## config.mk

```make
export PLATFORM = sky130hd
export DESIGN_NAME = fpa_front
export DESIGN_NICKNAME = d
export VERILOG_FILES = /design/src/sv/fpa_pkg.sv /design/src/sv/fpa_front.sv
export SDC_FILE = /design/constraint.sdc
export NUM_CORES = 2
export LEC_CHECK = 0
export BUFFER_PORTS_ARGS = -buffer_cell sky130_fd_sc_hd__buf_2
export CAP_MARGIN = 10
export CORE_MARGIN = 3
export CORE_UTILIZATION = 65
export DETAILED_ROUTE_END_ITERATION = 10
export PLACE_DENSITY_LB_ADDON = 0.25
export SLEW_MARGIN = 20
export SYNTH_ARGS = -nofsm -noshare
export SYNTH_HDL_FRONTEND = slang
export SYNTH_SLANG_ARGS = --single-unit
```

## constraint.sdc

```tcl
create_clock -name clock -period 8.67 [get_ports clock]
set_clock_uncertainty 0.15 [all_clocks]
set_input_delay 1.3005 -clock clock [delete_from_list [all_inputs] [get_ports clock]]
set_output_delay 1.3005 -clock clock [all_outputs]
set_load 0.005 [all_outputs]
```

## src/sv/fpa_pkg.sv

```systemverilog
package fpa_pkg;

   localparam logic [3:0] KIND_ADD      = 4'd0;
   localparam logic [3:0] KIND_SUB      = 4'd1;
   localparam logic [3:0] KIND_MUL      = 4'd2;
   localparam logic [3:0] KIND_DIV      = 4'd3;
   localparam logic [3:0] KIND_GT       = 4'd4;
   localparam logic [3:0] KIND_LT       = 4'd5;
   localparam logic [3:0] KIND_GE       = 4'd6;
   localparam logic [3:0] KIND_LE       = 4'd7;
   localparam logic [3:0] KIND_EQ       = 4'd8;
   localparam logic [3:0] KIND_NE       = 4'd9;
   localparam logic [3:0] KIND_MIN      = 4'd10;
   localparam logic [3:0] KIND_MAX      = 4'd11;
   localparam logic [3:0] KIND_INC      = 4'd12;
   localparam logic [3:0] KIND_DEC      = 4'd13;
   localparam logic [3:0] KIND_TO_INT   = 4'd14;
   localparam logic [3:0] KIND_FROM_INT = 4'd15;

   localparam logic [1:0] ST_OK   = 2'd0;
   localparam logic [1:0] ST_OVF  = 2'd1;
   localparam logic [1:0] ST_DIV0 = 2'd2;

   localparam logic [31:0] MAX32 = 32'h7FFF_FFFF;
   localparam logic [31:0] MIN32 = 32'h8000_0000;

   // travels alongside the datapath through every stage
   typedef struct packed {
      logic        valid;
      logic [3:0]  kind;
      logic        neg;
      logic [31:0] res;
      logic        cmp;
      logic [1:0]  status;
   } ctl_type;

endpackage

```

## src/sv/fpa_front.sv

```systemverilog
module fpa_front #(
   parameter int unsigned F = 8
) (
   input  logic                clock,
   input  logic                reset,
   input  logic                advance,
   input  logic                req_valid,
   input  logic [3:0]          req_kind,
   input  logic signed [31:0]  req_operand_a,
   input  logic signed [31:0]  req_operand_b,
   output fpa_pkg::ctl_type    ctl_o,
   output logic [63:0]         prod_o,
   output logic [32+F-1:0]     num_o,
   output logic [31:0]         den_o
);
   import fpa_pkg::*;

   localparam int unsigned NW = 32 + F;

   ctl_type     ctl_a_in, ctl_a_ff, ctl_b_ff;
   logic [31:0] mag_a_in, mag_b_in, mag_a_ff, mag_b_ff;
   logic [63:0] prod_ff;
   logic [NW-1:0] num_ff;
   logic [31:0] den_ff;
   logic [32:0] sum, diff;
   logic [F:0]  top_bits;
   logic        lt, eq;

   always_comb begin
      sum      = {req_operand_a[31], req_operand_a} + {req_operand_b[31], req_operand_b};
      diff     = {req_operand_a[31], req_operand_a} - {req_operand_b[31], req_operand_b};
      top_bits = req_operand_a[31 -: F+1];
      lt       = req_operand_a < req_operand_b;
      eq       = req_operand_a == req_operand_b;
      mag_a_in = req_operand_a[31] ? 32'(-req_operand_a) : req_operand_a;
      mag_b_in = req_operand_b[31] ? 32'(-req_operand_b) : req_operand_b;
      ctl_a_in.valid  = req_valid;
      ctl_a_in.kind   = req_kind;
      ctl_a_in.neg    = req_operand_a[31] ^ req_operand_b[31];
      ctl_a_in.res    = '0;
      ctl_a_in.cmp    = 1'b0;
      ctl_a_in.status = ST_OK;
      unique case (req_kind)
         KIND_ADD: begin
            if (sum[32] != sum[31]) begin
               ctl_a_in.res    = sum[32] ? MIN32 : MAX32;
               ctl_a_in.status = ST_OVF;
            end else begin
               ctl_a_in.res = sum[31:0];
            end
         end
         KIND_SUB: begin
            if (diff[32] != diff[31]) begin
               ctl_a_in.res    = diff[32] ? MIN32 : MAX32;
               ctl_a_in.status = ST_OVF;
            end else begin
               ctl_a_in.res = diff[31:0];
            end
         end
         KIND_MUL: ctl_a_in.res = '0;
         KIND_DIV: begin
            if (req_operand_b == '0) begin
               ctl_a_in.res    = req_operand_a[31] ? MIN32 : MAX32;
               ctl_a_in.status = ST_DIV0;
            end
         end
         KIND_GT: ctl_a_in.cmp = !lt && !eq;
         KIND_LT: ctl_a_in.cmp = lt;
         KIND_GE: ctl_a_in.cmp = !lt;
         KIND_LE: ctl_a_in.cmp = lt || eq;
         KIND_EQ: ctl_a_in.cmp = eq;
         KIND_NE: ctl_a_in.cmp = !eq;
         KIND_MIN: ctl_a_in.res = lt ? req_operand_a : req_operand_b;
         KIND_MAX: ctl_a_in.res = (!lt && !eq) ? req_operand_a : req_operand_b;
         KIND_INC: begin
            if (req_operand_a == MAX32) ctl_a_in.status = ST_OVF;
            ctl_a_in.res = (req_operand_a == MAX32) ? MAX32 : 32'(req_operand_a + 32'sd1);
         end
         KIND_DEC: begin
            if (req_operand_a == MIN32) ctl_a_in.status = ST_OVF;
            ctl_a_in.res = (req_operand_a == MIN32) ? MIN32 : 32'(req_operand_a - 32'sd1);
         end
         KIND_TO_INT: ctl_a_in.res = req_operand_a >>> F;
         KIND_FROM_INT: begin
            // fits only when the bits shifted out all match the sign
            if ((&top_bits) || !(|top_bits)) begin
               ctl_a_in.res = req_operand_a <<< F;
            end else begin
               ctl_a_in.res    = req_operand_a[31] ? MIN32 : MAX32;
               ctl_a_in.status = ST_OVF;
            end
         end
         default: ctl_a_in.res = '0;
      endcase
   end

   always_ff @(posedge clock) begin
      if (reset) begin
         ctl_a_ff <= '0;
         ctl_b_ff <= '0;
      end else if (advance) begin
         ctl_a_ff <= ctl_a_in;
         ctl_b_ff <= ctl_a_ff;
      end
      if (advance) begin
         mag_a_ff <= mag_a_in;
         mag_b_ff <= mag_b_in;
         prod_ff  <= 64'(mag_a_ff) * 64'(mag_b_ff);
         num_ff   <= {mag_a_ff, F'(0)};
         den_ff   <= mag_b_ff;
      end
   end

   assign ctl_o  = ctl_b_ff;
   assign prod_o = prod_ff;
   assign num_o  = num_ff;
   assign den_o  = den_ff;

endmodule

```

; ---- Yosys cells after proc, flatten, opt, wreduce, memory -nomap -nowiden
; Index checks and enable logic that the tools add are counted.
; Widths: inputs -> output; s select.
[classes]
addsub = 6
n_mul = 1
magnitude_cmp = 1
n_eq_ne = 19
mux = 22
bitwise = 1
n_reduce_logical = 10
[ops]
columns = op, n
row1 = $mux 32, 11
row2 = $pmux 32 s9, 1
row3 = $mul 32x32->64, 1
row4 = $neg 32->32, 2
row5 = $mux 31, 2
row6 = $add 32x32->33, 1
row7 = $sub 32x32->33, 1
row8 = $add 32x2->32 const B, 1
row9 = $eq 32x31->1 const B, 1
row10 = $eq 32x32->1, 1
row11 = $eq 32x32->1 const B, 1
row12 = $eq 4x4->1 const B, 8
row13 = $logic_not 32->1, 1
row14 = $lt 32x32->1, 1
row15 = $sub 32x2->32 const B, 1
row16 = $eq 4x3->1 const B, 4
row17 = $pmux 2 s6, 1
row18 = $reduce_and 9->1, 1
row19 = $reduce_or 9->1, 1
row20 = $pmux 1 s6, 1
row21 = $mux 1, 5
row22 = $eq 4x1->1 const B, 1
row23 = $eq 4x2->1 const B, 1
row24 = $logic_not 4->1, 1
row25 = other kinds (6), 10
[totals]
reg_bits = 274
input_bits = 72
output_inout_bits = 177
word_cells = 79

; ---- Logic depth before layout (Yosys ltp)
[logic_depth]
word_depth = 5
ltp_mapped = 31
depth_no_buf = 29

; ---- Worst setup path before layout
; Ideal clock, no wire load.
[synth_timing]
path_kind = flip-flop to flip-flop
startpoint = register mag_b_ff[17]
endpoint = register prod_ff[62], in the netlist prod_o[62], data pin
setup_time_ns = 0.258
arrival_ns = 7.571
required_ns = 8.262
slack_ns = 0.691
stages_incl_launch_ff = 28
path_cell_list = edfxtp_1 clkbuf_1 and2_1 fa_1 inv_1 fa_1 inv_1 fa_1 inv_1 fa_1 inv_1 fa_1 fa_1 fa_1 fa_1 ha_1 clkbuf_1 inv_1 nor3_1 nand3_1 or4_1 a2111oi_0 nor3_1 o221ai_1 a31oi_1 o21ai_0 a21oi_1 xnor2_1
[synth_between]
elab_chain_cells = 1
[synth_rtl]
columns = item, line_no
row1 = from (decl), fpa_front.sv:21  ; logic [31:0] mag_a_in, mag_b_in, mag_a_ff, mag_b_ff;
row2 = from (signal assigned), fpa_front.sv:107  ; mag_b_ff <= mag_b_in;
row3 = $mul 32x32->64, fpa_front.sv:108  ; prod_ff <= 64'(mag_a_ff) * 64'(mag_b_ff);
row4 = to (signal assigned), fpa_front.sv:108
row5 = to (decl), fpa_front.sv:22  ; logic [63:0] prod_ff;
; No other way between the ends.
; A chain may end at the register's enable or synchronous reset.

; ---- Worst setup path after layout
[layout_timing]
startpoint = register mag_b_ff[22]
endpoint = register prod_ff[62], in the netlist prod_o[62], data pin
; The elaborated chain is that of the path after synthesis.

==> results_dict.tcl <==
set metrics [dict create \
    cts_max_level 2 \
    final_core_util_pct 71.0 \
    r2r_cells 27 \
    hold_start "ctl_o[6]" \
    core_um2 76200 \
    hold_depth 2 \
    yosysSeqAreaShare_pct 14.8 \
    cts_made_buffers 37 \
    vias 40800 \
    place_ws_ps -111 \
    clk_pin_slew_ps 60 \
    die_h_um 284 \
    grt_pass1_vias 42500 \
    r2r_slack_ps 230 \
    fin_crit_ps 8440 \
    period_share_pct 97.3 \
    final_net_count 6906 \
    r2r_end "prod_o[62]" \
    synth_top_area_share_pct 35.9 \
    netlist_top_cells_area "fa_1 36%, edfxtp_1 11%, ha_1 8.3%, and2_1 7.6%, inv_1 7.0%" \
    drive_above_1_share_pct 8.87 \
    crit-reg2reg-launch "mag_b_ff[22]" \
    grt_pass1_wl_um 242000 \
    dieArea_um2 80500 \
    ys_types 78 \
    syn_area_per_cell_um2 9.10 \
    synth_cells 5510 \
    cts_buffer_depth 3 \
    tightest_slew_ps 1150 \
    crit_path_max_fanout 32 \
    fin_ws_ps 232 \
    cp-end-kind "flop" \
    outcome "finished, final reports clean" \
    max_cap_violations 0 \
    setup_violations 0 \
    clockRootBuffer "clkbuf_16" \
    final_max_slew_viol_count 0 \
    fmaxAchievable_ghz 0.119 \
    slew_headroom_pct 23.0 \
    dr.pass1.iters 7 \
    arrival_ps 8600 \
    grt_max_degree 80 \
    crit_type "flop to flop" \
    synth_seq_cells 274 \
    synth_top_cell_by_area "fa_1" \
    post_drt_wl_per_cell_um 23.2 \
    worst_skew_pair.late_latency_ps 590 \
    place.gp.congestion 0.986 \
    cts_num_sinks 274 \
    cp.required_ps 8830 \
    ys_warn_count 0 \
    cts_tree "yes" \
    grt-ovfl-total 0 \
    die_x_um 284 \
    start_util_pct 65.8 \
    dp_hpwl_um 120000 \
    yosysMostFrequentCell "inv_1" \
    antenna_found_initial 9 \
    route.detailed.drc 0 \
    synthFlopType "edfxtp_1" \
    synth_edf_count 192 \
    hold_path_class "flop to flop" \
    routed_wl_um 155000 \
    antenna_left 0 \
    grt_usage_pct 38.9 \
    min_to "ctl_o[6]" \
    drt_iter0_markers 4000 \
    rows 101 \
    final_hold_viol_count 0 \
    cts-hold-fix-buffers 0 \
    syn-cell-area_um2 50100 \
    viasPerCell 6.12 \
    synth_common_cells "939 x inv_1, 898 x fa_1, 608 x and2_1" \
    io_buffers 240 \
    async_reset_ff_share_pct 0 \
    syn2layout_area_growth_pct 7.85 \
    io_pins 249 \
    start_kind "flop" \
]
[layout make-up]
cell class | instances | area [µm²]
antenna | 7 | 17.5
inverter | 940 | 3530
fill | 5960 | 22100
clock buffer | 43 | 970
timing repair buffer | 397 | 2710
multi-input combinational | 3955 | 38000
sequential | 274 | 7410
tap | 1030 | 1290
clock inverter | 25 | 190
[worst max-delay path, cell delays in order (launching register included)]
cell       delay (ps)
edfxtp_1          450
buf_12            200
and2_1            170
fa_1              480
inv_1              50
fa_1              490
inv_1              70
fa_1              510
inv_1              70
fa_1              560
inv_1              60
fa_1              490
fa_1              430
fa_1              510
fa_1              440
ha_2              430
inv_1              90
nor3_2            290
nand3_1           180
or4_1             590
a2111oi_2         350
nor3_2            120
buf_4             180
o221ai_2          200
a31oi_2           160
o21ai_0           200
a21oi_1           110
xnor2_1           120
[what timing repair did]
item | in CTS | in global routing
endpoints found under the setup margin | 4 | 9
setup buffers | 2 | 5
gates cloned | 0 | 0
resized for setup | 3 | 14
[stage by stage]
| step | cell area (µm²) | std cells | setup TNS, ps | hold slack [ps] |
|---|---|---|---|---|
| final | 54100 | 6671 | 0 | 340 |
| after floorplan | 50200 | 5517 | 0 | 299 |
| after CTS | 54000 | 6659 | 0 | 342 |
| after global routing | 54100 | 6668 | -18.6 | 366 |
| after global placement | 52800 | 6589 | 0 | 318 |
| after detailed placement | 52800 | 6589 | -187 | 326 |
[metal layers]
layer	up-vias	track usage, %	routed length [µm]
met5	-	0	27
met1	20300	50.6	57500
li1	17500	-	-
met4	4	21.7	10300
met2	2406	60.9	71000
met3	622	8.76	16000
[layout by cell type (no fill, tap or decap), types with 13 or more instances in the layout]
master / instances
buf_2: 239
a31oi_1: 23
nor2b_1: 30
nand3_1: 57
nand4_1: 30
nor4_1: 17
a221oi_1: 22
o211ai_1: 13
buf_12: 25
and2_1: 608
buf_4: 129
a21oi_1: 241
nor2_1: 230
edfxtp_1: 192
ha_1: 329
xor2_1: 33
dfxtp_1: 82
fa_1: 898
a211oi_1: 21
o21ai_0: 156
o31ai_1: 19
o221ai_1: 24
nand2b_1: 28
nor3_1: 51
a21o_1: 41
and3_1: 18
inv_1: 939
or3_1: 14
mux2i_1: 66
nand2_1: 596
clkbuf_16: 38
o21bai_1: 27
xnor2_1: 162
[cells by family after synthesis]
| family | synth area share (%) |
|---|---|
| AO/OA/AOI/OAI | 9.30 |
| buffers and inverters | 9.77 |
| flip-flops | 14.8 |
| other | 0.00748 |
| adder cells (fa/ha/maj) | 44.1 |
| multiplexers | 1.41 |
| XOR/XNOR | 3.44 |
| AND/OR/NAND/NOR | 17.2 |
[worst max path at each step]
| stage | slack (ps) | to | cells past startpoint | start |
|---|---|---|---|---|
| final | 230 | prod_o[62] | 27 | mag_b_ff[22] |
| after CTS | 40 | prod_o[62] | 29 | mag_b_ff[8] |
| after floorplan | 690 | prod_o[62] | 27 | mag_b_ff[17] |
| after global placement | 180 | prod_o[63] | 26 | mag_b_ff[2] |
| after global routing | -20 | prod_o[62] | 25 | mag_b_ff[8] |
| after detailed placement | -110 | prod_o[62] | 26 | mag_b_ff[20] |
[flip-flops by register name (all words and copies together), names as in the netlist]
name / count
den_o: 32
ctl_a_ff: 41
prod_o: 64
ctl_o: 41
mag_a_ff: 32
mag_b_ff: 32
num_o: 32
Power is not shown: default switching activity piles up to over one toggle a cycle in this logic, so the estimate is an artifact.
