### config.mk
export PLATFORM = sky130hd
export DESIGN_NAME = fpa_div_cell
export DESIGN_NICKNAME = d
export VERILOG_FILES = /design/src/sv/fpa_pkg.sv /design/src/sv/fpa_div_cell.sv
export SDC_FILE = /design/constraint.sdc
export NUM_CORES = 1
export LEC_CHECK = 0
export ABC_CLOCK_PERIOD_IN_PS = 7600
export BUFFER_PORTS_ARGS = -buffer_cell sky130_fd_sc_hd__buf_2
export CAP_MARGIN = 40
export CORE_AREA = 2 2 162 164
export DETAILED_ROUTE_END_ITERATION = 10
export DIE_AREA = 0 0 164 166
export SLEW_MARGIN = 20
export SYNTH_ARGS = -nofsm -noshare
export SYNTH_HDL_FRONTEND = slang
export SYNTH_SLANG_ARGS = --single-unit
### constraint.sdc
create_clock -name clock -period 7.6 [get_ports clock]
set_input_delay 0.76 -clock clock [delete_from_list [all_inputs] [get_ports clock]]
set_output_delay 0.76 -clock clock [all_outputs]
set_load 0.02 [all_outputs]
### src/sv/fpa_pkg.sv
package fpa_pkg;

   localparam logic [3:0] KIND_ADD      = 4'd0;
   localparam logic [3:0] KIND_SUB      = 4'd1;
   localparam logic [3:0] KIND_MUL      = 4'd2;
   localparam logic [3:0] KIND_DIV      = 4'd3;
   localparam logic [3:0] KIND_GT       = 4'd4;
   localparam logic [3:0] KIND_LT       = 4'd5;
   localparam logic [3:0] KIND_GE       = 4'd6;
   localparam logic [3:0] KIND_LE       = 4'd7;
   localparam logic [3:0] KIND_EQ       = 4'd8;
   localparam logic [3:0] KIND_NE       = 4'd9;
   localparam logic [3:0] KIND_MIN      = 4'd10;
   localparam logic [3:0] KIND_MAX      = 4'd11;
   localparam logic [3:0] KIND_INC      = 4'd12;
   localparam logic [3:0] KIND_DEC      = 4'd13;
   localparam logic [3:0] KIND_TO_INT   = 4'd14;
   localparam logic [3:0] KIND_FROM_INT = 4'd15;

   localparam logic [1:0] ST_OK   = 2'd0;
   localparam logic [1:0] ST_OVF  = 2'd1;
   localparam logic [1:0] ST_DIV0 = 2'd2;

   localparam logic [31:0] MAX32 = 32'h7FFF_FFFF;
   localparam logic [31:0] MIN32 = 32'h8000_0000;

   // travels alongside the datapath through every stage
   typedef struct packed {
      logic        valid;
      logic [3:0]  kind;
      logic        neg;
      logic [31:0] res;
      logic        cmp;
      logic [1:0]  status;
   } ctl_type;

endpackage

### src/sv/fpa_div_cell.sv
module fpa_div_cell #(
   parameter int unsigned NW = 40
) (
   input  logic             clock,
   input  logic             reset,
   input  logic             advance,
   input  fpa_pkg::ctl_type ctl_i,
   input  logic [63:0]      prod_i,
   input  logic [32:0]      rem_i,
   input  logic [NW-1:0]    num_i,
   input  logic [31:0]      den_i,
   output fpa_pkg::ctl_type ctl_o,
   output logic [63:0]      prod_o,
   output logic [32:0]      rem_o,
   output logic [NW-1:0]    num_o,
   output logic [31:0]      den_o
);
   import fpa_pkg::*;

   ctl_type       ctl_ff;
   logic [63:0]   prod_ff;
   logic [32:0]   rem_ff, rem_in, rem_sh;
   logic [NW-1:0] num_ff, num_in;
   logic [31:0]   den_ff;
   logic          fits;

   // one restoring step: next numerator bit in, quotient bit out at the bottom
   always_comb begin
      rem_sh = {rem_i[31:0], num_i[NW-1]};
      fits   = rem_sh >= {1'b0, den_i};
      rem_in = fits ? rem_sh - {1'b0, den_i} : rem_sh;
      num_in = {num_i[NW-2:0], fits};
   end

   always_ff @(posedge clock) begin
      if (reset) begin
         ctl_ff <= '0;
      end else if (advance) begin
         ctl_ff <= ctl_i;
      end
      if (advance) begin
         prod_ff <= prod_i;
         rem_ff  <= rem_in;
         num_ff  <= num_in;
         den_ff  <= den_i;
      end
   end

   assign ctl_o  = ctl_ff;
   assign prod_o = prod_ff;
   assign rem_o  = rem_ff;
   assign num_o  = num_ff;
   assign den_o  = den_ff;

endmodule

; ---- Word level (Yosys, flattened, before mapping)
; Cells that the tools add are included.
[word_totals]
reg_bits = 210
inputBits = 213
output_inout_bits = 210
elab_cells = 13
[op_classes]
addsub = 1
magnitude_cmp = 1
muxes = 1
[ops]
columns = cell, count
row1 = $ge A33 B32 Y1, 1
row2 = $mux W33, 1
row3 = $sub A33 B32 Y33, 1

; ---- Logic depth before layout (Yosys ltp)
; Gate-level depths: netlist of the first run.
[logic_depth]
ltp_word = 2
ltp_mapped = 13
ltp_nobuf = 11

; ---- Least setup slack after synthesis of the first run
; OpenSTA, ideal clock, no wires.
[synth_path]
path_type = input-to-reg
startpoint = in num_i[39]
endpoint = reg rem_ff[32], in the netlist rem_o[32], data pin
arrival_ps = 2681
path_slack_ps = 4659
cell_stages = 11
path_buffers = 0
cell_sequence = inv_1 ha_1 fa_1 nor2b_1 o21bai_1 nand2_1 a211oi_2 a211oi_1 o21ai_2 o21ai_1 mux2_2
[synth_via]
elab_chain_cells = 2
[synth_lines]
columns = item, line
row1 = from (decl), fpa_div_cell.sv:10  ; input logic [NW-1:0] num_i,
row2 = $sub A33 B32 Y33 / $ge A33 B32 Y1 (equally long branches), "fpa_div_cell.sv:31, fpa_div_cell.sv:30"
row3 = $mux W33 *, fpa_div_cell.sv:31  ; rem_in = fits ? rem_sh - {1'b0, den_i} : rem_sh;
row4 = via rem_in[32], fpa_div_cell.sv:22  ; logic [32:0] rem_ff, rem_in, rem_sh;
row5 = to (signal assigned), fpa_div_cell.sv:43  ; rem_ff <= rem_in;
row6 = to (decl), fpa_div_cell.sv:22
; The timed path passes the listed nets; every way through them passes the cells marked *.
; A chain may end at the register's enable or synchronous reset.

; ---- Worst setup path after layout of the first run
[layout_path]
startpoint = in den_i[8]
endpoint = reg rem_ff[30], in the netlist rem_o[30], data pin
[layout_via]
elab_chain_cells = 2
[layout_lines]
columns = item, line
row1 = from (decl), fpa_div_cell.sv:11  ; input logic [31:0] den_i,
row2 = $sub A33 B32 Y33 / $ge A33 B32 Y1 (equally long branches), "fpa_div_cell.sv:31, fpa_div_cell.sv:30"
row3 = $mux W33 *, fpa_div_cell.sv:31
row4 = via rem_in[30], fpa_div_cell.sv:22
; Marked as above.

==> results of run 1 <==
==> routing by layer <==
layer  GRT usage (%)  wire (µm)  up-vias
li1                -          -     3337
met1            21.2      10100     3174
met2            32.5      13000      258
met3            5.29       2220       47
met4            5.23        609        4
met5               0         26        -
==> flip-flops by register name, indices dropped and copies added, names as in the netlist <==
register / cells
prod_o: 64
num_o: 40
rem_o: 33
ctl_o: 41
den_o: 32
==> power by group <==
group          switching [W]  internal, W  leakage (nW)
combinational       0.000383     0.000214          3.23
clock               0.000453     0.000617         0.362
sequential         0.0000244      0.00136          1.99
==> cells by family (layout without fill, tap and decap cells) <==
kind of cell    after synthesis  in the layout  share of synthesized area [%]
flops                       210            210                           66.0
simple gates                166            166                           8.68
other cells                   0              4                              0
buf+inv                      62            507                           3.05
mux                          42             42                           4.72
compound gates              140            140                           10.4
xor+xnor                     25             25                           2.45
fa+ha+maj                    33             33                           4.71
==> metrics by stage <==
stage / instance area [µm²] / power, W
detailed placement: 11400 / 0.00201
finish: 12200 / 0.00305
CTS: 12200 / 0.00310
global route: 12200 / 0.00320
global placement: 11400 / 0.00200
floorplan: 8930 / 0.00178
==> cell usage in the layout (no fill, tap or decap), types with 9 or more instances in the layout <==
master	synthesis	layout
clkbuf_16	0	25
buf_2	4	420
edfxtp_1	169	169
nor2_1	78	78
dfxtp_1	41	41
xnor2_1	11	11
a21oi_2	9	9
xor2_1	14	14
o21ai_0	27	27
a21oi_1	39	39
inv_1	39	39
ha_1	32	32
nand2_1	37	37
a21o_1	18	18
mux2i_1	41	41
==> critical path, cell delays in order <==
cell      delay [ns]
buf_2           0.09
inv_1           0.04
ha_1            0.38
nand4_1         0.20
nor2_2          0.18
o211ai_2        0.11
a2111o_2        0.54
nand4_4         0.11
nand2_4         0.21
inv_6           0.35
a31o_1          0.22
nor3_2          0.05
==> layout make-up <==
cell class | instances | share of cell area [%]
Antenna cell | 4 | 0.0823
Clock buffer | 29 | 5.43
Clock inverter | 13 | 0.617
Inverter | 40 | 1.28
Multi-Input combinational cell | 406 | 22.7
Sequential cell | 210 | 48.5
Tap cell | 335 | 3.45
Timing Repair Buffer | 425 | 17.9
==> path summary, 6_finish.rpt <==
path,slack (ns),cells past startpoint,startpoint,end
worst min register to register,0.49,2,ctl_o[6]$_SDFFE_PP0P_,ctl_o[6]$_SDFFE_PP0P_
worst min-delay path,0.42,1,num_i[20],num_o[21]$_DFFE_PP_
worst max register to register,6.93,2,ctl_o[35]$_SDFFE_PP0P_,ctl_o[35]$_SDFFE_PP0P_
worst max-delay path,4.57,12,den_i[8],rem_o[30]$_DFFE_PP_
==> impl_metrics.yaml, run 1 <==
outcome:
  status: "finished, final reports clean"
flow_run:
  cap_violations: 0
clocking:
  cts_resized: 0
  ctsHtreeMaxLevel: 1
  clock_latency_ns: 0.51
  clock-sinks: 210
  cts_tree: "done"
  cts_setup_buffers: 0
  clock-root-buffer: "clkbuf_16"
  clk_pin_slew_ns: 0.06
  clockBufferDepth: 3
  cts_hold_buffers: 0
  cts_buffers: 24
synthesis:
  ys_types: 61
  synth_top_area_share_pct: 56.8
  synth_seq_cells: 210
  syn-num-nets: 924
  async_reset_ff_share_pct: 0
  synthCells: 678
  synth-main-ff-cell: "edfxtp_1"
  avgSynthCellArea_um2: 13.2
  ys_warn_count: 0
  yosysSeqAreaShare_pct: 66.0
  yosys.cell_count.top_type: "edfxtp_1"
  synth_common_cells: "169 x edfxtp_1, 78 x nor2_1, 41 x dfxtp_1, 41 x mux2i_1"
  yosys-top-cells-area: "edfxtp_1 57%, dfxtp_1 9.2%, mux2i_1 4.6%"
  synth_edf_count: 169
  synthesis.area_um2: 8930
  synth_top_area_cell: "edfxtp_1"
pwr:
  power.density_nw_per_um2: 251
  leakagePower_nw: 5.59
  peakVddDrop_mv: 0.172
worst_setup_path:
  crit_type: "in -> reg"
  critPathLaunchType: "primary input"
  required_ns: 7.86
  worstPathArrival_ns: 3.28
  cp-end-kind: "flop"
  critical_path.max_fanout: 43
finish:
  final_core_util_pct: 47.5
  multi_input_area_um2: 2770
  final_nets: 1353
  area_delta_synth_final_pct: 36.1
  seq_area_um2: 5900
  n_fill_cell: 2418
  final_layout_size_suffix_gt1_share_pct: 43.3
  stdcell_count: 1462
floorplan:
  core_um2: 25600
  ioPinCount: 423
  die_y_um: 166
  fp.dieArea_um2: 27200
  rows: 59
  start_util_pct: 34.9
  die-width_um: 164
sta:
  rsz0062_at_grt: "no"
  worst_pin_slew_ns: 0.787
  hold_viol_final: 0
  hold-worst-slack_ns: 0.420
  finalMaxSlewViolations: 0
  setup_viol: 0
  setup_slack_ns: 4.57
  skew_ns: 0
  slew_headroom_pct: 47.6
  finalSetupTns_ns: 0
  period_needed_ns: 3.03
  finalCritPeriodShare_pct: 39.8
  max_freq_mhz: 330
global_route:
  gr-total-overflow: 0
  antenna_found_initial: 7
  grt_pass1_vias: 6571
  grt_max_degree: 71
  grt.total_usage_pct: 18.2
  grt_pass1_wl_um: 38200
drt:
  detail_route.vias_per_cell: 4.66
  drtPass1Iterations: 6
  num_vias: 6820
  ant_nets: 0
  routedWlPerCell_um: 17.7
  drc: 0
  drt_first_iter_violations: 341
  wl_um: 25900
placement:
  dp_slack_ns: 4.01
  portBuffers: 421
  hpwl_um: 20300
  gp_congestion: 0.865
  place_inst: 1416
min_path:
  hp-class: "in -> reg"
Power figures use the tool's default switching activity.
==> run 2: changes to the inputs <==
--- a/config.mk
+++ b/config.mk
@@ -5,7 +5,7 @@
 export SDC_FILE = /design/constraint.sdc
 export NUM_CORES = 1
 export LEC_CHECK = 0
-export ABC_CLOCK_PERIOD_IN_PS = 7600
+export ABC_CLOCK_PERIOD_IN_PS = 3100
 export BUFFER_PORTS_ARGS = -buffer_cell sky130_fd_sc_hd__buf_2
 export CAP_MARGIN = 40
 export CORE_AREA = 2 2 162 164
==> constraint.sdc (replaced) <==
create_clock -name clock -period 3.1 [get_ports clock]
set_input_delay 0.31 -clock clock [delete_from_list [all_inputs] [get_ports clock]]
set_output_delay 0.31 -clock clock [all_outputs]
set_load 0.02 [all_outputs]
==> run 2 against run 1 <==
- register-to-register slack got worse by 4.5 ns
- wire length grew 9.9%
- worst hold slack got worse by 0.40 ns
- sequential share of layout area down 4.8 points
- clock-buffer cell count rose by 3
- global-route usage is 1.8 points higher
- non-clock buffer count up 133
- sequential cell count is the same
- sequential power rose by 150%
- core utilization up 5.2 points
- final cell count grew 9.0%
- critical path type unchanged
==> impl_metrics.yaml, run 2 (synthesis gave the netlist of run 1 again) <==
outcome:
  status: "finished, final reports clean"
sta:
  setup_slack_ns: 0.147
  finalCritPeriodShare_pct: 95.2
  max_freq_mhz: 339
  hold_viol_final: 0
  period_needed_ns: 2.95
  finalSetupTns_ns: 0
  worst_pin_slew_ns: 0.783
  skew_ns: 0
  setup_viol: 0
  slew_headroom_pct: 47.8
  finalMaxSlewViolations: 0
  rsz0062_at_grt: "no"
drt:
  wl_um: 28500
  drtPass1Iterations: 7
  num_vias: 7392
  drc: 0
  detail_route.vias_per_cell: 4.64
  ant_nets: 0
  drt_first_iter_violations: 452
  routedWlPerCell_um: 17.9
min_path:
  worstHoldEndpoint: "den_o[12]$_DFFE_PP_"
  min-delay-start: "den_i[12]"
  hold_depth: 1
  hp-class: "in -> reg"
global_route:
  antenna_found_initial: 5
  grt_pass1_wl_um: 42000
  gr-total-overflow: 0
  busiest_layer: "met2"
  grt.met1_usage_pct: 23.2
  use_met3_pct: 4.90
  grt_pass1_vias: 7461
  grt.total_usage_pct: 20.0
  grtUsageMet2_pct: 35.3
  grt_max_degree: 69
floorplan:
  core_um2: 25600
  rows: 59
  start_util_pct: 34.9
  die-width_um: 164
  die_y_um: 166
  ioPinCount: 423
  fp.dieArea_um2: 27200
placement:
  gp_congestion: 0.879
  hpwl_um: 20800
  portBuffers: 421
  dp_slack_ns: 0.184
finish:
  multi_input_area_um2: 2770
  seq_area_um2: 5900
  final_nets: 1485
  mostFrequentLayoutCells: "420 x buf_2, 169 x edfxtp_1, 125 x dlygate4sd3_1"
  final_common_cell: "buf_2"
  n_fill_cell: 2243
  largest_reg_flops: 64
  area_delta_synth_final_pct: 51.1
  final_layout_size_suffix_gt1_share_pct: 38.9
clocking:
  ctsHtreeMaxLevel: 1
  clk_pin_slew_ns: 0.06
  cts_setup_buffers: 0
  clock_latency_ns: 0.50
  clock-root-buffer: "clkbuf_16"
  cts_buffers: 23
  cts_tree: "done"
  clock-sinks: 210
  clockBufferDepth: 3
worst_setup_path:
  required_ns: 3.34
  worstPathArrival_ns: 3.19
  reg2reg_depth: 2
  reg2reg_from: "ctl_o[31]$_SDFFE_PP0P_"
  critical_path.max_fanout: 7
  crit_type: "in -> reg"
  r2r_slack_ns: 2.43
  r2r-end: "ctl_o[31]$_SDFFE_PP0P_"
  critPathLaunchType: "primary input"
  cp-end-kind: "flop"
pwr:
  switching_share_pct: 27.6
  pwr-share-comb_pct: 21.0
  peakVddDrop_mv: 0.401
  clock_power_share_pct: 35.3
  power.density_nw_per_um2: 577
  leakagePower_nw: 6.16
  p_switching_w: 0.00215
  pwr-share-seq_pct: 43.8
  power.internal_w: 0.00564
flow_run:
  cap_violations: 0
==> run 2: power by group through the flow <==
stage	logic (W)	clock network, W	registers (W)
floorplan	0.000554	0	0.00381
global placement	0.00149	0	0.00346
detailed placement	0.00150	0	0.00346
CTS	0.00163	0.00282	0.00341
global route	0.00176	0.00293	0.00344
finish	0.00164	0.00275	0.00341
==> run 2: final cells by class <==
class,count,share of cell area [%]
diodes,5,0.0927
clock inverters,8,0.667
well taps,335,3.11
clock buffers,32,4.90
flip-flops and latches,210,43.7
multi-input cells,406,20.5
repair buffers,558,25.8
inverters,40,1.20
==> run 2: routing by layer <==
layer	up-vias	part of all wire (%)
li1	3603	-
met1	3435	39
met2	293	50
met3	61	8.0
met4	0	3.6
met5	-	0
==> run 2: how the worst max path moves through the flow <==
stage	startpoint	end	slack, ns	depth (start not counted)
6_report	den_i[6]	rem_o[31]$_DFFE_PP_	0.15	11
5_1_grt	den_i[6]	rem_o[9]$_DFFE_PP_	0.007	13
4_1_cts	den_i[8]	rem_o[10]$_DFFE_PP_	0.16	13
3_5_place_dp	den_i[8]	rem_o[10]$_DFFE_PP_	0.18	12
3_3_place_gp	den_i[10]	rem_o[12]$_DFFE_PP_	0.22	12
2_1_floorplan	num_i[39]	rem_o[32]$_DFFE_PP_	0.61	11
==> run 2: what timing repair did <==
item | CTS | global route
gates resized for setup | 0 | 3
hold buffers | 125 | 0
endpoints found under the hold margin | 125 | 0
endpoints found under the setup margin | 0 | 11
==> run 2: metrics by stage <==
stage	std cells	area [µm²]	power, W	hold slack, ns	util, %
2_1_floorplan	678	8930	0.00436	0.409	-
3_3_place_gp	1424	11500	0.00495	0.468	44.8
3_5_place_dp	1424	11500	0.00496	0.477	44.8
4_1_cts	1589	13500	0.00786	0.00128	52.6
5_1_grt	1593	13500	0.00813	0.00670	52.7
6_report	1594	13500	0.00780	0.0231	52.7
==> run 2: critical path: stages <==
cell	delay (ns)
dlygate4sd3_1	0.53
buf_2	0.11
inv_1	0.05
ha_1	0.38
a2111o_1	0.50
o21ai_1	0.23
a21oi_1	0.22
a21oi_1	0.37
o21ai_0	0.23
nor3_1	0.21
a211oi_2	0.07
