## src/sv/fpa_pkg.sv

```systemverilog
package fpa_pkg;

   localparam logic [3:0] KIND_ADD      = 4'd0;
   localparam logic [3:0] KIND_SUB      = 4'd1;
   localparam logic [3:0] KIND_MUL      = 4'd2;
   localparam logic [3:0] KIND_DIV      = 4'd3;
   localparam logic [3:0] KIND_GT       = 4'd4;
   localparam logic [3:0] KIND_LT       = 4'd5;
   localparam logic [3:0] KIND_GE       = 4'd6;
   localparam logic [3:0] KIND_LE       = 4'd7;
   localparam logic [3:0] KIND_EQ       = 4'd8;
   localparam logic [3:0] KIND_NE       = 4'd9;
   localparam logic [3:0] KIND_MIN      = 4'd10;
   localparam logic [3:0] KIND_MAX      = 4'd11;
   localparam logic [3:0] KIND_INC      = 4'd12;
   localparam logic [3:0] KIND_DEC      = 4'd13;
   localparam logic [3:0] KIND_TO_INT   = 4'd14;
   localparam logic [3:0] KIND_FROM_INT = 4'd15;

   localparam logic [1:0] ST_OK   = 2'd0;
   localparam logic [1:0] ST_OVF  = 2'd1;
   localparam logic [1:0] ST_DIV0 = 2'd2;

   localparam logic [31:0] MAX32 = 32'h7FFF_FFFF;
   localparam logic [31:0] MIN32 = 32'h8000_0000;

   // travels alongside the datapath through every stage
   typedef struct packed {
      logic        valid;
      logic [3:0]  kind;
      logic        neg;
      logic [31:0] res;
      logic        cmp;
      logic [1:0]  status;
   } ctl_type;

endpackage

```

## src/sv/fpa_back.sv

```systemverilog
module fpa_back #(
   parameter int unsigned F = 8
) (
   input  logic               clock,
   input  logic               reset,
   input  logic               advance,
   input  fpa_pkg::ctl_type   ctl_i,
   input  logic [63:0]        prod_i,
   input  logic [32:0]        rem_i,
   input  logic [32+F-1:0]    num_i,
   input  logic [31:0]        den_i,
   output logic               rsp_valid,
   output logic signed [31:0] rsp_result_raw,
   output logic               rsp_compare_true,
   output logic [1:0]         rsp_status
);
   import fpa_pkg::*;

   logic        valid_ff;
   logic [31:0] res_ff, res_in;
   logic        cmp_ff;
   logic [1:0]  st_ff, st_in;
   logic [63:0] mag, lim;
   logic        round_up, ovf;

   always_comb begin
      round_up = {rem_i, 1'b0} >= {2'b00, den_i};
      if (ctl_i.kind == KIND_MUL) begin
         mag = (prod_i + (64'd1 << (F - 1))) >> F;
      end else begin
         mag = 64'(num_i) + 64'(round_up);
      end
      lim = ctl_i.neg ? 64'h8000_0000 : 64'h7FFF_FFFF;
      ovf = mag > lim;
      res_in = ctl_i.res;
      st_in  = ctl_i.status;
      if ((ctl_i.kind == KIND_MUL || ctl_i.kind == KIND_DIV) && ctl_i.status != ST_DIV0) begin
         if (ovf) begin
            res_in = ctl_i.neg ? MIN32 : MAX32;
            st_in  = ST_OVF;
         end else begin
            res_in = ctl_i.neg ? 32'(-mag[31:0]) : mag[31:0];
         end
      end
   end

   always_ff @(posedge clock) begin
      if (reset) begin
         valid_ff <= 1'b0;
      end else if (advance) begin
         valid_ff <= ctl_i.valid;
      end
      if (advance) begin
         res_ff <= res_in;
         cmp_ff <= ctl_i.cmp;
         st_ff  <= st_in;
      end
   end

   assign rsp_valid        = valid_ff;
   assign rsp_result_raw   = res_ff;
   assign rsp_compare_true = cmp_ff;
   assign rsp_status       = st_ff;

endmodule

```

## config.mk

```make
export PLATFORM = sky130hd
export DESIGN_NAME = fpa_back
export DESIGN_NICKNAME = d
export VERILOG_FILES = /design/src/sv/fpa_pkg.sv /design/src/sv/fpa_back.sv
export SDC_FILE = /design/constraint.sdc
export NUM_CORES = 1
export LEC_CHECK = 0
export ABC_AREA = 1
export BUFFER_PORTS_ARGS = -buffer_cell sky130_fd_sc_hd__buf_4
export CORE_MARGIN = 1.5
export CORE_UTILIZATION = 40
export DETAILED_ROUTE_END_ITERATION = 10
export PLACE_DENSITY = 0.72
export SLEW_MARGIN = 20
export SYNTH_ARGS = -nofsm -noshare
export SYNTH_HDL_FRONTEND = slang
export SYNTH_SLANG_ARGS = --single-unit
```

## constraint.sdc

```tcl
create_clock -name clock -period 11.8 [get_ports clock]
set_clock_uncertainty 0.05 [all_clocks]
set_input_delay 0.59 -clock clock [delete_from_list [all_inputs] [get_ports clock]]
set_output_delay 0.59 -clock clock [all_outputs]
set_load 0.03 [all_outputs]
```

Word-level counts from Yosys, hierarchy flattened
Cells that the tools add are included.
{"block": "word_totals", "regBits": 36, "latch_bits": 0, "mem_bits_rw": 0, "romBits": 0, "elab_cells": 22, "mem_count": 0}
{"block": "op_classes", "add_sub_neg": 3, "multipliers": 0, "n_div": 0, "n_lt_le_gt_ge": 2, "n_eq_ne": 3, "shift": 0, "muxes": 8, "n_bitwise": 0, "reduce_logical": 2}
{"cell": "two-way mux 32 bit", "n": 5}
{"cell": "adder 64 x 8 -> 64 bit, second input constant", "n": 1}
{"cell": "greater-than comparator 64 x 32 -> 1 bit", "n": 1}
{"cell": "two-way mux 64 bit", "n": 1}
{"cell": "adder 40 x 1 -> 41 bit", "n": 1}
{"cell": "greater-or-equal comparator 34 x 32 -> 1 bit", "n": 1}
{"cell": "negation 32 bit", "n": 1}
{"cell": "equality test 4 x 2 -> 1 bit, second input constant", "n": 2}
{"cell": "two-way mux 2 bit", "n": 2}
{"cell": "inequality test 2 bit, second input constant", "n": 1}
{"cell": "logical AND 1 bit", "n": 1}
{"cell": "logical OR 1 bit", "n": 1}

Longest topological paths before layout
Gate-level depths: netlist (run 1).
{"block": "logic_depth", "word_depth": 7, "mapped_depth": 37}

Worst setup path after synthesis (run 1)
OpenSTA, ideal clock, no wires.
{"block": "synth_path", "kind": "input to register", "startpoint": "input den_i[31]", "endpoint": "register res_ff[30], in the netlist rsp_result_raw[30], data pin", "t_arrival_ps": 4551, "t_required_ps": 11494, "slack_ps": 6943, "stages": 34, "n_path_buf": 1, "path_cell_list": "inv_1 -> ha_1 -> nand2_1 -> nor3_1 -> inv_1 -> nor4_1 -> nand4_1 -> o221ai_1 -> ha_1 -> ha_1 -> inv_1 -> nor2_4 -> nand3_1 -> nor2_2 -> nand2_1 -> nand2_1 -> nand3_1 -> nand2_1 -> inv_1 -> ha_1 -> nand2_1 -> nor2_1 -> nand4_1 -> nor2_1 -> nand2_1 -> a21oi_1 -> nand3_2 -> nor2_4 -> nand2_4 -> nand2_4 -> nand2_4 -> clkinv_8 -> buf_12 -> a21oi_2"}
{"block": "synth_via", "elab_chain_cells": 7, "elab_cells_between_ends": 8, "classes_between": "add/sub: 2; order compare: 2; mux: 4"}
{"element": "start: declaration", "line": "fpa_back.sv:11", "rtl": "input logic [31:0] den_i,"}
{"element": "greater-or-equal comparator 34 x 32 -> 1 bit *", "line": "fpa_back.sv:27", "rtl": "round_up = {rem_i, 1'b0} >= {2'b00, den_i};"}
{"element": "adder 40 x 1 -> 41 bit *", "line": "fpa_back.sv:31", "rtl": "mag = 64'(num_i) + 64'(round_up);"}
{"element": "two-way mux 64 bit *", "line": "fpa_back.sv:28", "rtl": "if (ctl_i.kind == KIND_MUL) begin"}
{"element": "negation 32 bit", "line": "fpa_back.sv:42", "rtl": "res_in = ctl_i.neg ? 32'(-mag[31:0]) : mag[31:0];"}
{"element": "two-way mux 32 bit", "line": "fpa_back.sv:42"}
{"element": "two-way mux 32 bit *", "line": "fpa_back.sv:38", "rtl": "if (ovf) begin"}
{"element": "two-way mux 32 bit *", "line": "fpa_back.sv:37", "rtl": "if ((ctl_i.kind == KIND_MUL || ctl_i.kind == KIND_DIV) && ctl_i.status != ST_DIV0) begin"}
{"element": "net res_in[30]", "line": "fpa_back.sv:20", "rtl": "logic [31:0] res_ff, res_in;"}
{"element": "end signal: assignment", "line": "fpa_back.sv:54", "rtl": "res_ff <= res_in;"}
{"element": "end: declaration", "line": "fpa_back.sv:20"}
The timed path passes the listed nets; every way through them passes the cells marked *.
A chain may end at the register's enable or synchronous reset.

Worst setup path after layout (run 1)
{"block": "layout_path", "startpoint": "input rem_i[30]", "endpoint": "register res_ff[23], in the netlist rsp_result_raw[23], data pin"}
{"block": "layout_via", "elab_chain_cells": 7, "elab_cells_between_ends": 8, "classes_between": "add/sub: 2; order compare: 2; mux: 4"}
{"element": "start: declaration", "line": "fpa_back.sv:9", "rtl": "input logic [32:0] rem_i,"}
{"element": "greater-or-equal comparator 34 x 32 -> 1 bit *", "line": "fpa_back.sv:27"}
{"element": "adder 40 x 1 -> 41 bit *", "line": "fpa_back.sv:31"}
{"element": "two-way mux 64 bit *", "line": "fpa_back.sv:28"}
{"element": "negation 32 bit", "line": "fpa_back.sv:42"}
{"element": "two-way mux 32 bit", "line": "fpa_back.sv:42"}
{"element": "two-way mux 32 bit *", "line": "fpa_back.sv:38"}
{"element": "two-way mux 32 bit *", "line": "fpa_back.sv:37"}
{"element": "net res_in[23]", "line": "fpa_back.sv:20"}
Marked as above.

==> results.md, run 1 <==
- The final hold violation count came to 0.
- Detailed placement finished with a half-perimeter wire length of 24760 µm.
- The mean cell area of the mapped netlist is approximately 5.5 µm².
- The clock-pin slew of the registers on the worst-case setup and hold paths is ~50 ps.
- The routed design could run at a clock period as short as around 6100 ps.
- Among all flip-flop cells after synthesis, the most frequent one is edfxtp_1.
- STA puts the critical path data arrival time at between 6000 and 7000 ps.
- The count of cells along the worst register-to-register path is 2.
- Timing would allow up to ~160 MHz.
- The clock net in this run drives a total of 36 sinks.
- Per report_power, the clock group accounts for about a quarter of the total.
- For the final routed database, the setup TNS stands at 0 ps.
- The net count after synthesis is ~1.8k.
- The global routing stage identified its most utilized layer as met2.
- The non-filler instance count after layout is between 1.5k and 2k.
- The Yosys step of the flow raised 0 warnings.
- The sequential fraction of design power is a little over a quarter.
- The total congestion overflow after global routing is 0.
- The kind of start point of the critical path is a primary input.
- For this run, the post-layout net count is approximately 2k.
- For this design the total switching power over the nets is approximately 220 µW.
- The synthesized netlist occupies a cell area of just over 8000 µm².
- Setup repair after global routing left no endpoint under its margin.
- The clock passes through at most 2 buffers.
- Summing the sequential cell areas from Yosys gives roughly an eighth of the chip area.
- The share of cells above drive strength 1 is 18.81%.
- Max-cap violations in this run came to 0.
- Setup slack on the worst reg-to-reg path comes out at approximately 11000 ps.
- The routed wire length per instance is about 14 µm.
- In this run, placement finished with an instance count of 1974.
- TritonCTS built the clock tree.
- In this run, synthesis inferred 35 flip-flops with an integrated enable.
- Of the total power, the share spent switching nets is 36.81%.
- The largest vdd supply drop is about 0.057 mV.
- The cts-stage hold buffer count is 0.
- The synthesized instance count is approximately 1.5k.
- Entering global routing, the biggest net connects 58 pins.
- The total count of max-transition violations in the final report was 0.
- Global routing used about 2.7% of the available met3 tracks.
- The total via count in the routed design is ~10k.
- Synthesis inferred 36 register bits.
- For this run, global-route usage on met1 was measured as between 30% and 40%.
- The global placement routability congestion is 0.9606.
- The instance area at placement is around 10000 µm².
- The top cell types in the final layout, fill and taps aside, are nand2_1 (548), nor2_1 (257), buf_4 (244), inv_1 (175), nand3_1 (118).
- The number of antenna diodes in the final layout is 0.
- After clock tree synthesis, the repair step resized 0 gates.
- TritonCTS created 5 clock buffers.
- The die height is ~150 µm.
- Final hold analysis gives a worst-case slack of 411.6 ps.
- The destination of the worst register-to-register timing path is rsp_valid.
- The H-tree level count is 2.
- The number of antenna violations at the first check in global routing came to 0.
- In this run the remaining antenna-violating nets after routing total 0.
- The startpoint identified for the worst register-to-register timing path is rsp_valid.
- Among cell families on the critical path, the largest total delay comes from simple AND/OR/NAND/NOR gates.
- The first-pass GRT wire length is 45670 µm.
- The final layout contains routed wiring with a total length of 28520 µm.
- In this run the tool buffered the top-level ports with between 200 and 250 buffer cells.
- The total internal power is 369.8 µW.
- In this run the tightest slew margin relative to its limit is between 40% and 50%.
- The later pin in the worst-skew pair is clocked with a latency of between 200 and 300 ps.
- The total buffers and inverters traversed by the critical path is 4.
- The number of setup buffers added after CTS is 0.
- The placeable core area is a little over 20000 µm².
- The iteration count of the initial detailed-routing pass is 5.
- The cell with the biggest individual delay on the critical path is nor2_4.
- ~250 I/O pins were placed.
- The flow ran to the end, and the final reports show no timing, DRC or antenna violations.
- Along the worst hold path, the cell count comes to 2.
- The final non-filler cell area is approximately 10000 µm².
- The end point of the most critical hold path is rsp_valid.
- The initial cell density of the core is about two fifths.
- On the worst path, the slowest cell contributes a delay of between 500 and 600 ps.
- The commonest non-fill, non-tap cell in the layout is nand2_1.
- The initial DRC count is around 730.
- The width of the chip is approximately 150 µm.
- For the pin with the worst max-slew slack, the measured transition is 775.2 ps.
- After detailed routing, the number of remaining DRC violations is 0.
- The biggest fanout along the worst timing path is 31.
- In the synthesized netlist the async set-or-reset flop fraction comes to 0%.
- The via-per-instance ratio is approximately 5.1.
- The power density normalized to cell area is between 50 and 60 nW/µm².
- The most numerous cell on the critical path is nand2_1.
- The synthesis-to-finish area growth is 27.00%.
- The die area is around 21000 µm².
- The critical path class is primary input to flop.
- The portion of the clock cycle consumed by the worst path in the final layout is between 50% and 60%.
- The endpoint class of the critical path is a flop.
- The floorplan has 52 rows.
- The static leakage is just over 0.005 µW.
- The worst hold-check path type is primary input to flop.
- The count of unique library cells instantiated by Yosys is between 40 and 50.
- The startpoint of the worst hold path is reset.
- The data required time of the critical path is approximately 12000 ps.
- The clock root buffer master is clkbuf_16.
- The number of global-route vias before repair came to 9360.
- The met2 demand-to-capacity share in global routing is between 40% and 50%.
- Combinational cells account for between 40% and 50% of the total power.
- The number of endpoints failing setup at the final stage is 0.
- In the global route stage, overall resource usage came out at 26.60%.
-- stage by stage --
| stage | total power (µW) | util [%] | setup slack [ps] |
|---|---|---|---|
| after global placement | 434.0 | 50.67 | 5504 |
| after floorplan | 314.3 | - | 6943 |
| final | 585.3 | 51.49 | 5696 |
| after detailed placement | 439.1 | 50.67 | 5435 |
| after global routing | 623.5 | 51.49 | 5113 |
| after CTS | 586.0 | 51.49 | 5700 |
-- cell type report --
| type | instances | area (µm²) |
|---|---|---|
| multi-input combinational | 1248 | 6274 |
| tap | 270 | 337.8 |
| fill | 2142 | 9753 |
| inverter | 176 | 673.1 |
| clock inverter | 2 | 35.03 |
| sequential | 36 | 1071 |
| timing repair buffer | 244 | 1832 |
| clock buffer | 6 | 128.9 |
-- synth_stat cells, types with 5 or more instances --
master | count | area (µm²)
o21ai_0 | 25 | 125.1
a21oi_1 | 40 | 200.2
inv_1 | 175 | 656.9
o21bai_1 | 15 | 112.6
xor2_1 | 23 | 201.4
nand2_2 | 9 | 56.30
nand3b_1 | 20 | 150.1
nor3_1 | 6 | 30.03
buf_2 | 5 | 25.02
nand2_4 | 5 | 56.30
a21oi_2 | 21 | 183.9
nand2_1 | 548 | 2057
nor2_2 | 12 | 75.07
or2_2 | 5 | 31.28
nor2_4 | 10 | 112.6
nand4_1 | 40 | 250.2
nand3_1 | 118 | 590.6
ha_1 | 67 | 838.3
clkbuf_1 | 5 | 18.77
edfxtp_1 | 35 | 1051
nor2_1 | 257 | 964.7
-- how the worst max path moves through the flow --
| stage | slack, ps | to | startpoint | cells past startpoint |
|---|---|---|---|---|
| 3_5_place_dp | 5440 | rsp_result_raw[23] | rem_i[30] | 33 |
| 4_1_cts | 5700 | rsp_result_raw[23] | rem_i[30] | 33 |
| 3_3_place_gp | 5500 | rsp_result_raw[23] | rem_i[30] | 33 |
| 6_report | 5700 | rsp_result_raw[23] | rem_i[30] | 33 |
| 2_1_floorplan | 6940 | rsp_result_raw[30] | den_i[31] | 34 |
| 5_1_grt | 5110 | rsp_result_raw[23] | den_i[31] | 34 |
-- kinds of logic after synthesis --
logic type      Yosys count  share of synthesized area [%]
compound gates          117                          9.272
xor+xnor                 23                          2.472
fa+ha+maj                67                          10.29
buf+inv                 195                          9.886
flops                    36                          13.14
mux                       1                         0.1228
simple gates           1040                          54.82
-- metal layers --
| layer | vias up | wire (µm) |
|---|---|---|
| li1 | 5207 | - |
| met1 | 4432 | 12550 |
| met2 | 389 | 13010 |
| met3 | 64 | 1924 |
| met4 | 0 | 1030 |
| met5 | - | 0 |
-- flip-flops by register name, summed over array words and instances, names as in the netlist --
name,cells
rsp_status,2
rsp_compare_true,1
rsp_result_raw,32
rsp_valid,1
-- power by group through the flow --
stage               registers, µW  logic [µW]  clock network, µW
global route                  158         314                152
detailed placement            159         280                  0
floorplan                     183         132                  0
finish                        157         282                146
CTS                           157         281                148
global placement              159         275                  0
Power figures use the tool's default switching activity.
==> run 2, diff against run 1 <==
==> constraint.sdc (replaced) <==
create_clock -name clock -period 6.2 [get_ports clock]
set_clock_uncertainty 0.05 [all_clocks]
set_input_delay 0.31 -clock clock [delete_from_list [all_inputs] [get_ports clock]]
set_output_delay 0.31 -clock clock [all_outputs]
set_load 0.03 [all_outputs]
==> run 2 against run 1 <==
Against the previous run: critical path depth unchanged; global-route usage up 0.074 points; via count up 0.55%; core utilization about the same; combinational power up 91%; worst setup slack worse by 5000 ps.
==> results.md, run 2 (same netlist as run 1, synthesis figures left out) <==
- The cell family contributing the most delay on the critical path is simple AND/OR/NAND/NOR gates.
- The total overflow left after global routing is 0.
- The number of antenna violations at the first check in global routing is 0.
- Cells fill between 50% and 60% of the core in the end.
- The path with the worst hold slack has its endpoint at rsp_valid.
- The final non-filler cell area is ~10000 µm².
- Based on the critical path, the design can be clocked at up to between 150 and 200 MHz.
- Routability-driven placement finished with a final weighted congestion of between 0.9 and 1.
- The width of the chip is between 100 and 150 µm.
- The count of cells along the worst register-to-register path is 2.
- Global routing used between 40% and 50% of the available met2 tracks.
- The die covers roughly 21000 µm².
- Combinational cells account for between 50% and 60% of the total power.
- The worst path needs 5455 ps of the cycle, external delays included.
- The endpoint class of the critical path is a flop.
- The data arrival time of the worst path is about 5500 ps.
- In this run, post-CTS hold repair placed 0 buffers.
- The number of gates resized after cts is 0.
- The fraction of met1 tracks used by global routing is 34.94%.
- The critical path class is primary input to flop.
- The initial DRC count is between 600 and 700.
- The actual slew at the worst max-slew pin is approximately 660 ps.
- Hold timing on the final database bottoms out at a slack of about 130 ps.
- Setup slack on the worst reg-to-reg path comes out at between 5000 and 6000 ps.
- The final hold violation count is 0.
- The global-route usage over all layers is a little over a quarter.
- The startpoint of the most critical register-to-register path is rsp_valid.
- The longest individual stage delay on the worst path is 430 ps.
- The run finished with clean final reports.
- In this run, flip-flops and latches consume between 20 and 30% of the power.
- The total count of max-transition violations in the final report is 0.
- In the finished design, the share of the clock period the worst path needs comes to between 80 and 90%.
- The iteration count of the initial detailed-routing pass is 6.
- The clock net in this run drives a total of 36 sinks.
- In the layout the commonest cells are nand2_1 (548), nor2_1 (257), buf_4 (247), inv_1 (175), nand3_1 (118).
- Setup slack on the critical path of the routed design comes to 744.7 ps.
- The count of port buffers added during placement is 241.
- Entering global routing, the biggest net connects 58 pins.
- Buffers added to address setup during post-CTS repair amount to 0.
- The launch point of the critical path is rem_i[30].
- The total internal power is ~660 µW.
- The final layout contains routed wiring with a total length of about 29000 µm.
- The largest individual stage delay along the critical path comes from the cell nor2_4.
- The filler cells instantiated in the layout total approximately 2.2k.
- The critical path contains buffers and inverters numbering 5 combined.
- Summing over every cut layer, the via total after detailed routing is 10.15k.
- The floorplan has 52 rows.
- The power density normalized to cell area is approximately 100 nW/µm².
- The initial utilization of the core area, before any placement, comes to between 40 and 50%.
- For this design the total switching power over the nets is between 400 and 500 µW.
- The setup slack after placement is about 380 ps.
- The clock root buffer master is clkbuf_16.
- The biggest fanout along the worst timing path is 22.
- Setup violations remaining at the end of the flow were counted as 0.
- The count of nets after finishing is about 2k.
- The die height is roughly 150 µm.
- Buffers inserted during clock tree synthesis total 5.
- Once placement finished, the instance area stood at about 10000 µm².
- The number of flip-flops under the largest register name is 32.
- The first-pass GRT wire length is roughly 46000 µm.
- The analysis attributes to cell leakage a power of a little over 0.005 µW.
- Setup repair after global routing left no endpoint under its margin.
- The placeable core area is approximately 20000 µm².
- Summed over all failing endpoints, the final setup total negative slack is 0 ps.
- The worst-case clock buffer depth is 2.
- The count of antenna-violating nets left after detailed routing is 0.
- The share of cells above drive strength 1 is a little under a fifth.
- The H-tree level count is 2.
- The total half-perimeter wirelength after legalization and detailed placement is around 25000 µm.
- The worst hold-check path type is primary input to flop.
- The kind of start point of the critical path is a primary input.
- The worst-skew pair later-pin latency is roughly 280 ps.
- The CTS tree is built.
- The number of design rule violations left after detail routing is 0.
- The commonest non-fill, non-tap cell in the layout is nand2_1.
- The worst-case IR drop observed on VDD is about 0.10 mV.
- The layer flagged by global routing as most heavily used is met2.
- The met3 routing resource usage after global routing is ~2.4%.
- The tool flagged a number of max-cap violations equal to 0.
- The synthesis-to-finish area growth is 26.99%.
- Headroom to the max-slew limit came out at around 56%.
- 249 I/O pins were placed.
- Dividing the detail-routed wire length by the instance count gives 14.41 µm.
- 0 antenna diodes ended up in the layout.
- In this run the most critical hold path is launched from reset.
- The number of global-route vias before repair is around 9.6k.
- The most numerous cell on the critical path is nand2_1.
- The clock network accounts for around 22% of the total power.
- The number of cells on the worst hold path is 2.
- Using the TritonRoute via totals, the vias-per-cell ratio works out to approximately 5.1.
- After clock tree synthesis, the clock-pin slew on the worst setup and hold paths is approximately 50 ps.
- The data required time of the critical path is around 6300 ps.
- The worst register-to-register path ends at rsp_valid.
- Net switching is about two fifths of the power.
run 2: worst max path at each step:
| stage | endpoint | slack [ps] | depth (start not counted) |
|---|---|---|---|
| floorplan | rsp_result_raw[30] | 1620 | 34 |
| global placement | rsp_result_raw[3] | 540 | 33 |
| detailed placement | rsp_result_raw[3] | 380 | 33 |
| CTS | rsp_result_raw[2] | 660 | 33 |
| global route | rsp_result_raw[2] | 140 | 34 |
| finish | rsp_result_raw[3] | 740 | 33 |
run 2: cell type report:
type	count	area [µm²]	area share, %
Clock buffer	6	128.9	1.245
Clock inverter	2	11.26	0.1088
Inverter	176	673.1	6.504
Multi-Input combinational cell	1248	6274	60.61
Sequential cell	36	1071	10.35
Tap cell	270	337.8	3.264
Timing Repair Buffer	247	1854	17.92
run 2: power groups by stage:
| stage | combinational, µW | clock (µW) | sequential (µW) |
|---|---|---|---|
| 4_1_cts | 537 | 240 | 299 |
| 2_1_floorplan | 251 | 0 | 348 |
| 5_1_grt | 599 | 248 | 300 |
| 3_3_place_gp | 526 | 0 | 303 |
| 6_report | 540 | 237 | 298 |
| 3_5_place_dp | 535 | 0 | 304 |
run 2: stage by stage:
| step | cells | power, µW |
|---|---|---|
| 2_1_floorplan | 1479 | 598.2 |
| 3_3_place_gp | 1977 | 828.8 |
| 3_5_place_dp | 1977 | 838.9 |
| 4_1_cts | 1985 | 1076 |
| 5_1_grt | 1985 | 1148 |
| 6_report | 1985 | 1076 |
run 2: per-layer routing:
metal  share of wire (%)  wire length (µm)
met5                   0                 0
met4                 4.4              1255
met3                 6.9              1975
met2                  45             12780
met1                  44             12600
==> run 3, diff against run 2 <==
--- a/config.mk
+++ b/config.mk
@@ -8,9 +8,10 @@
 export ABC_AREA = 1
 export BUFFER_PORTS_ARGS = -buffer_cell sky130_fd_sc_hd__buf_4
 export CORE_MARGIN = 1.5
-export CORE_UTILIZATION = 40
+export CORE_UTILIZATION = 45
 export DETAILED_ROUTE_END_ITERATION = 10
-export PLACE_DENSITY = 0.72
+export HOLD_SLACK_MARGIN = 0.1
+export PLACE_DENSITY = 0.78
 export SLEW_MARGIN = 20
 export SYNTH_ARGS = -nofsm -noshare
 export SYNTH_HDL_FRONTEND = slang
==> run 3 against run 2 <==
Against the previous run: wire length down 2.2%; largest power group unchanged; die area down 11%; via count increased by 0.67%; core utilization is 6.3 points higher.
==> results.md, run 3 (same netlist as run 1, synthesis figures left out) <==
- The run finished with clean final reports.
- Combinational logic is responsible for ~48% of the overall power.
- The number of global-route vias before repair was approximately 9.5k.
- Summing internal, switching and leakage power gives between 1000 and 1500 µW.
- The longest individual stage delay on the worst path is around 430 ps.
- The final hold violation count was 0.
- The die area is about 19000 µm².
- Once the clock tree was built, the resizer swapped 0 gates to a different size.
- The final non-filler cell area is just over 10000 µm².
- The minimum clock period after layout is between 5000 and 6000 ps.
- Measured against its own limit, the worst slew margin works out to between 30% and 40%.
- The worst hold-check path type is primary input to flop.
- Setup repair after global routing left no endpoint under its margin.
- The multi-input combinational cells in the finished layout cover a total of about 6300 µm².
- The critical path runs through a total of 33 cells.
- Setup violations remaining at the end of the flow were counted as 0.
- The slowest stage of the critical path belongs to the cell nor2_4.
- The biggest fanout along the worst timing path is 22.
- Measured in cells, the most critical reg-to-reg path has a length of 2.
- The die height is between 100 and 150 µm.
- The kind of start point of the critical path is a primary input.
- The critical path class is primary input to flop.
- The worst path meets setup with 635.7 ps of slack.
- The number of antenna violations at the first check in global routing is 0.
- The worst hold path was traced through 2 stages.
- Clock tree synthesis inserted a total of 5 buffers.
- Across every metal layer, demand over resource in global routing totals 30.05%.
- After detailed routing, the number of remaining DRC violations is 0.
- Summed over all nets, the switching power comes to around 420 µW.
- Setup total negative slack on the finished layout was measured at 0 ps.
- The first global-routing pass estimated 44710 µm of wire.
- The number of flip-flops under the largest register name is 32.
- The highest clock frequency the design can meet is between 150 and 200 MHz.
- The total internal power is between 700 and 800 µW.
- The count of nets after finishing is around 2k.
- The worst-case clock buffer depth is 2.
- The floorplan row count is 49.
- The width of the chip is about 140 µm.
- The placeable core area is around 18000 µm².
- Leaving out fill and tap cells, the most frequent cells in the layout are nand2_1 (548), nor2_1 (257), buf_4 (244), inv_1 (175), nand3_1 (118).
- Timing analysis after detailed placement gives a worst setup slack of 397.6 ps.
- The net switching fraction of the power is 37.12%.
- The total congestion overflow after global routing is 0.
- For the pin with the worst max-slew slack, the measured transition is about 960 ps.
- The share of power burned in the clock network is between 20% and 30%.
- Across the VDD grid, the largest voltage drop is between 0.2 and 0.25 mV.
- The data arrival time of the worst path is approximately 5700 ps.
- The share of cells above drive strength 1 is a little under a fifth.
- The number of placed I/O pins is approximately 250.
- In this run the remaining antenna-violating nets after routing total 0.
- The critical path contains buffers and inverters numbering 5 combined.
- The cts-stage hold buffer count is 0.
- The CTS tree is built.
- The cell that appears most often on the critical path is nand2_1.
- The commonest non-fill, non-tap cell in the layout is nand2_1.
- The sequential fraction of design power is 26.7%.
- Clock-pin slew was measured on the worst setup and hold paths at 60 ps.
- The family of cells with the greatest summed delay on the critical path is simple AND/OR/NAND/NOR gates.
- The worst-skew pair later-pin latency is ~280 ps.
- After detailed placement, the total cell area comes to slightly above 10000 µm².
- Routability-driven placement finished with a final weighted congestion of ~0.99.
- The via-per-instance ratio is 5.263.
- The pin count of the biggest net entering global routing is 58.
- The fill cell total of the finished layout is ~1.9k.
- The initial cell density of the core is 45.68%.
- The total count of max-transition violations in the final report came to 0.
- Summing all flip-flop and latch instances after layout gives 1071 µm².
- The total via count in the routed design is 10.22k.
- The CTS sink count is 36.
- The tree is rooted in a clkbuf_16.
- The static leakage is about 0.0052 µW.
- The routed wire length per instance is roughly 14 µm.
- The antenna diode instance count is 0.
- Across the run, the number of max-cap violations was 0.
- The count of buffers added on input and output ports is about 240.
- The initial DRC count is around 770.
- The worst setup path is captured at a flop.
- The power density normalized to cell area is roughly 110 nW/µm².
- For this run, the detailed router's first-pass iteration total came to 5.
- Cells fill around 58% of the core in the end.
- After detailed routing, the total wire length is approximately 28000 µm.
- The H-tree level count is 2.
- The worst path uses between 80% and 90% of the clock period.
- Once detailed placement completed, the half-perimeter wirelength came to between 20000 and 25000 µm.
- The synthesis-to-finish area growth is 26.48%.
- Data on the critical path is required at its endpoint by 6290 ps.
- The number of setup buffers added after CTS is 0.
==> run 3: changes by cell type in the layout (fill, tap and decap cells not counted), sizes merged <==
| cell | delta |
|---|---|
| clkbuf | -1 |
| bufinv | +1 |
| buf | -3 |
==> run 3: cell type report <==
| class | count | share of cell area [%] |
|---|---|---|
| multi-input cells | 1248 | 60.91 |
| inverters | 176 | 6.530 |
| repair buffers | 244 | 17.77 |
| clock inverters | 3 | 0.4127 |
| well taps | 229 | 2.779 |
| flip-flops and latches | 36 | 10.39 |
| clock buffers | 5 | 1.214 |
==> run 3: final timing paths <==
check        startpoint                end  slack, ps
min reg2reg   rsp_valid          rsp_valid        460
max reg2reg   rsp_valid          rsp_valid       5570
min               reset          rsp_valid        130
max           rem_i[30]  rsp_result_raw[4]        640
==> run 3: power by group through the flow <==
stage	registers, µW	clock network (µW)	logic, µW
final	299	285	536
after global routing	301	296	596
after CTS	299	289	533
after detailed placement	304	0	530
after global placement	303	0	520
after floorplan	348	0	251
==> run 3: per-layer routing <==
layer / part of all wire, % / track usage, % / vias up
li1: - / - / 5219
met1: 42 / 37.99 / 4499
met2: 47 / 52.47 / 436
met3: 7.0 / 2.391 / 62
met4: 3.8 / 12.40 / 0
met5: 0 / 0 / -
==> run 3: metrics by stage <==
stage	cells	hold WS, ps
2_1_floorplan	1479	332.4
6_report	1941	129.2
5_1_grt	1941	133.2
3_3_place_gp	1933	420.9
4_1_cts	1941	125.1
3_5_place_dp	1933	424.0
